### src/hdl/cpt_pkg.sv
package cpt_pkg;

    // Default sizing
    localparam int MAX_VERTICES_DEF = 16;
    localparam int COORD_BITS_DEF   = 16;

    // Request codes
    localparam logic REQ_LOAD  = 1'b0;
    localparam logic REQ_QUERY = 1'b1;

    // Query sequencer states
    typedef enum logic [1:0] {
        ST_IDLE = 2'b01,
        ST_WALK = 2'b10
    } state_t;

    // Tag that travels with each vertex read through the edge pipeline
    typedef struct packed {
        logic vld;      // a vertex is present
        logic prime;    // first read of a walk: only loads the previous vertex
        logic is_ref;   // closing edge, sets the reference orientation
        logic is_last;  // final edge of the walk
    } edge_tag_t;

endpackage

### src/hdl/cpt_edge.sv
module cpt_edge #(
    parameter int COORD_BITS = cpt_pkg::COORD_BITS_DEF
) (
    input  logic                        clk,
    input  logic                        rst_n,
    input  logic                        kill,
    input  cpt_pkg::edge_tag_t          in_tag,
    input  logic [2*COORD_BITS-1:0]     vertex,
    input  logic signed [COORD_BITS-1:0] px,
    input  logic signed [COORD_BITS-1:0] py,
    output cpt_pkg::edge_tag_t          out_tag,
    output logic signed [2*COORD_BITS+1:0] prod_a,
    output logic signed [2*COORD_BITS+1:0] prod_b,
    output logic signed [COORD_BITS:0]  cx,
    output logic signed [COORD_BITS:0]  cy,
    output logic signed [COORD_BITS:0]  ex,
    output logic signed [COORD_BITS:0]  ey
);

    localparam int DW = COORD_BITS + 1;
    localparam int PW = 2 * COORD_BITS + 2;

    logic signed [COORD_BITS-1:0] ax_reg;
    logic signed [COORD_BITS-1:0] ay_reg;
    logic signed [COORD_BITS-1:0] bx;
    logic signed [COORD_BITS-1:0] by;
    logic signed [DW-1:0]         dax;
    logic signed [DW-1:0]         day;
    logic signed [DW-1:0]         dbx;
    logic signed [DW-1:0]         dby;
    logic signed [DW-1:0]         edx;
    logic signed [DW-1:0]         edy;
    logic signed [PW-1:0]         pa;
    logic signed [PW-1:0]         pb;
    cpt_pkg::edge_tag_t           tag_reg;
    cpt_pkg::edge_tag_t           tag_next;
    logic signed [PW-1:0]         pa_reg;
    logic signed [PW-1:0]         pb_reg;
    logic signed [DW-1:0]         cx_reg;
    logic signed [DW-1:0]         cy_reg;
    logic signed [DW-1:0]         ex_reg;
    logic signed [DW-1:0]         ey_reg;

    assign bx = signed'(vertex[2*COORD_BITS-1:COORD_BITS]);
    assign by = signed'(vertex[COORD_BITS-1:0]);

    // Offsets from the query point and the edge vector
    assign dax = DW'(ax_reg) - DW'(px);
    assign day = DW'(ay_reg) - DW'(py);
    assign dbx = DW'(bx) - DW'(px);
    assign dby = DW'(by) - DW'(py);
    assign edx = DW'(ax_reg) - DW'(bx);
    assign edy = DW'(ay_reg) - DW'(by);

    // Two cross product terms in parallel
    assign pa = PW'(dax) * PW'(dby);
    assign pb = PW'(day) * PW'(dbx);

    // Advance the previous vertex on every returned read
    always_ff @(posedge clk)
    begin
        if (in_tag.vld)
        begin
            ax_reg <= bx;
            ay_reg <= by;
        end
    end

    // Forward an edge only when both of its vertices are known and no kill is raised
    always_comb
    begin
        tag_next         = in_tag;
        tag_next.prime   = 1'b0;
        tag_next.vld     = in_tag.vld && !in_tag.prime && !kill;
    end

    always_ff @(posedge clk or negedge rst_n)
    begin
        if (!rst_n)
        begin
            tag_reg <= '0;
        end
        else
        begin
            tag_reg <= tag_next;
        end
    end

    // Hold products and offsets for the decision stage
    always_ff @(posedge clk)
    begin
        pa_reg <= pa;
        pb_reg <= pb;
        cx_reg <= dax;
        cy_reg <= day;
        ex_reg <= edx;
        ey_reg <= edy;
    end

    assign out_tag = tag_reg;
    assign prod_a  = pa_reg;
    assign prod_b  = pb_reg;
    assign cx      = cx_reg;
    assign cy      = cy_reg;
    assign ex      = ex_reg;
    assign ey      = ey_reg;

endmodule

### config.mk
export PLATFORM = sky130hd
export DESIGN_NAME = cpt_edge
export DESIGN_NICKNAME = d
export VERILOG_FILES = /design/src/hdl/cpt_pkg.sv /design/src/hdl/cpt_edge.sv
export SDC_FILE = /design/constraint.sdc
export NUM_CORES = 2
export LEC_CHECK = 0
export ABC_AREA = 1
export BUFFER_PORTS_ARGS = -buffer_cell sky130_fd_sc_hd__buf_2
export CORE_MARGIN = 2
export CORE_UTILIZATION = 58
export DETAILED_ROUTE_END_ITERATION = 10
export GPL_TIMING_DRIVEN = 0
export PLACE_DENSITY = 0.8
export SYNTH_ARGS = -nofsm -noshare
export SYNTH_HDL_FRONTEND = slang
export SYNTH_SLANG_ARGS = --single-unit
### constraint.sdc
create_clock -name clk -period 5.9 [get_ports clk]
set_input_delay 0.59 -clock clk [delete_from_list [all_inputs] [get_ports clk]]
set_output_delay 0.59 -clock clk [all_outputs]
set_load 0.05 [all_outputs]
==> impl_results.md <==
* Non-filler instance count after layout at about 5,400
* Synth top area share at 0.369
* Cell count after synthesis at ~4,000
* Max-cap violations at 0
* Dpl cells at 5,070
* Hold EP: out_tag[1]
* Worst Path Max Fanout at 5
* Initial core utilization at 0.588
* Final hold violations at 0
* Critical R2R Launch: ay_reg[1]
* # IOs at between 200 and 250
* Yosys top cell by area: fa_1
* Clk root buf: clkbuf_16
* Worst hold path type: in2reg
* Worst Setup SP: ay_reg[1]
* Reg-to-reg slack, setup at -0.91 ns
* Core area at 55,200 sq um
* Crit. End Element: flop
* Endpoints failing setup at 47
* Number of DRC markers in iteration 0 at roughly 2,700
* Worst hold path startpoint: in_tag[1]
* Final setup margin at -0.910 ns
* Worst-Skew Late Latency at just over 0.5 ns
* Fmax at 147 MHz
* Status: finished with violations
* DP HPWL at 79,800 microns
* Mapped Area at approximately 32,000 sq um
* Initial DRT Pass Iterations at 8
* Top post-synthesis cells by count: nand2_1, inv_1, fa_1, nor2_1, ha_1
* Worst EP required at between 6 and 7 ns
* Grt total ovfl at 0
* RSZ-0062 raised after global routing: true
* Critical Path Most Common Cell: fa_1
* Reg2reg end: prod_b[23]
* Slowest cell on the critical path: fa_1
* Flops & latches, synth at about 170
* Antenna-violating nets left at 0
* Clk pin slew, worst setup/hold paths at around 0.080 ns
* Row count at between 80 and 90
* Pins over their slew limit at 0
* CTS tree: built
* Die Ht at roughly 240 microns
* Clock Sinks at 171
* DRC at 0
* Fillcell total at ~3,800
* Vias in the first global route at between 20,000 and 30,000
* Delay of the slowest cell on the worst path at 0.54 ns
* GPL Wtd Cong at approximately 1.0
* Die footprint at 57,900 sq um
* Area growth syn-to-layout at 28.4%
* Layout Nets at between 5,000 and 6,000
* IO Port Bufs at roughly 210
* Worst Max-Slew Pin Slew at between 0.8 and 0.9 ns
* Unique masters post-synth at 48
* Slew margin rel. at 0.442
* Most common cell in the netlist: nand2_1
* First-pass GRT wire length at 156,000 microns
* Fraction of layout instances using a drive strength above 1 at 0.285
* Number of flops mapped to enable cells by yosys at 32
* Tcrit/Tclk final at 1.15
* Async SR Flop Fraction at 0.0175
* Critical Path Source Type: flop
* DR vias at about 30,000
* CTS Buf Count at 17
* Failing checks: setup timing
* Sequential share of the synthesized area at 0.116
* Top FF cell, synth: dfxtp_1
* Reg2Reg Depth at 33
* Syn nets at approximately 5,000
* Crit path DAT at 7.19 ns
* Post-Route WL at 106,000 microns
* WL/cell at about 20 microns
* Crit Path Class: reg2reg
* Period minus WS final at around 6.8 ns
* Largest net degree at the start of global routing at 34
* Hold Crit Depth at 1
* Max clock buf depth at 2
* Synth Warn # at 0
* Clock Skews at 0.0166 ns
* Final Util at 0.755
* Avg Inst Size Synth at 7.90 sq um
* Routed vias/inst at between 5 and 6
* Htree depth at 4
* Global Route Usage Sum at 0.356
* Top post-synthesis cells by area: fa_1, nand2_1, inv_1
* Initial antenna violation count at 6
* DIE WIDTH at about 240 microns
stage by stage:
stage / TNS [ns] / setup WS (ns) / instance area, sq um / hold WS [ns]
after floorplan: -9.76 / -0.470 / 33900 / 0.294
after detailed placement: -58.83 / -1.80 / 35900 / 0.389
after global placement: -58.83 / -1.85 / 35900 / 0.386
final: -31.68 / -0.910 / 41700 / 0.180
after global routing: -38.96 / -1.06 / 41700 / 0.171
after CTS: -25.89 / -0.777 / 39200 / 0.160
critical path: cells and delay by family, from the launching register on:
kind	cells	cell delay (ns)
flops	1	0.52
simple gates	14	1.47
fa+ha+maj	8	3.67
buf+inv	11	1.04
worst max path at each step:
stage	to	cells past startpoint	slack, ns
2_1_floorplan	prod_b[33]	33	-0.47
3_3_place_gp	prod_b[31]	26	-1.85
3_5_place_dp	prod_b[31]	28	-1.80
4_1_cts	prod_a[33]	33	-0.78
5_1_grt	prod_a[24]	33	-1.06
6_report	prod_b[23]	33	-0.91
cell families (layout without fill, tap and decap cells):
| group | Yosys count | in the layout | synth area share |
|---|---|---|---|
| AO/OA/AOI/OAI | 239 | 239 | 0.0391 |
| XOR/XNOR | 103 | 103 | 0.0349 |
| adder cells (fa/ha/maj) | 864 | 864 | 0.471 |
| buffers and inverters | 1071 | 1562 | 0.129 |
| flip-flops | 171 | 171 | 0.116 |
| other | 1 | 3 | 0.000115 |
| AND/OR/NAND/NOR | 1664 | 1664 | 0.210 |
layout by cell type, fill, tap and decap left out, types with 11 or more instances in the layout:
master and n:
a21oi_1 84, a21oi_2 47, a21oi_4 23, buf_12 17, buf_2 209, buf_4 198
buf_6 62, clkbuf_16 18, dfxtp_1 136, edfxtp_1 32, fa_1 557, fa_2 41
ha_1 170, ha_4 90, inv_1 856, inv_2 121, inv_4 18, nand2_1 795
nand2_2 135, nand2_4 75, nand2_8 13, nand3_1 95, nand3_2 19, nand3_4 11
nand3b_1 14, nand4_1 41, nor2_1 341, nor2_2 26, nor2_4 53, o21ai_0 38
o21bai_1 15, xnor2_1 15, xor2_1 49, xor2_4 25
area by class of cell:
| type | count | area [sq um] | share of cell area |
|---|---|---|---|
| multi-input combinational | 2871 | 28600 | 0.685 |
| inverter | 1011 | 3920 | 0.0939 |
| sequential | 171 | 3760 | 0.0901 |
| timing repair buffer | 460 | 3370 | 0.0808 |
| tap | 748 | 936 | 0.0224 |
| buffer | 59 | 554 | 0.0133 |
| clock buffer | 18 | 429 | 0.0103 |
| clock inverter | 14 | 173 | 0.00414 |
| antenna | 2 | 5.00 | 0.000120 |
routing by layer:
layer  global-route usage  wire length [microns]  vias up
li1                     -                      -    13100
met1                0.448                  39000    14400
met2                0.573                  49400     1696
met3               0.0818                  11000      510
met4                0.189                   7010        6
met5                    0                     41        -
timing repair:
| item | in CTS | in global routing |
|---|---|---|
| hold buffers | 1 | 0 |
| buffers inserted | 123 | 125 |
| pin swaps | 193 | 295 |
| hold endpoints to repair | 3 | 0 |
| gates cloned | 5 | 2 |
| setup endpoints to repair | 50 | 50 |
| gates resized for setup | 396 | 389 |
Power is left out: the tool's default activity adds up to more than one toggle a clock period on the data nets, which glitch-free logic cannot reach.
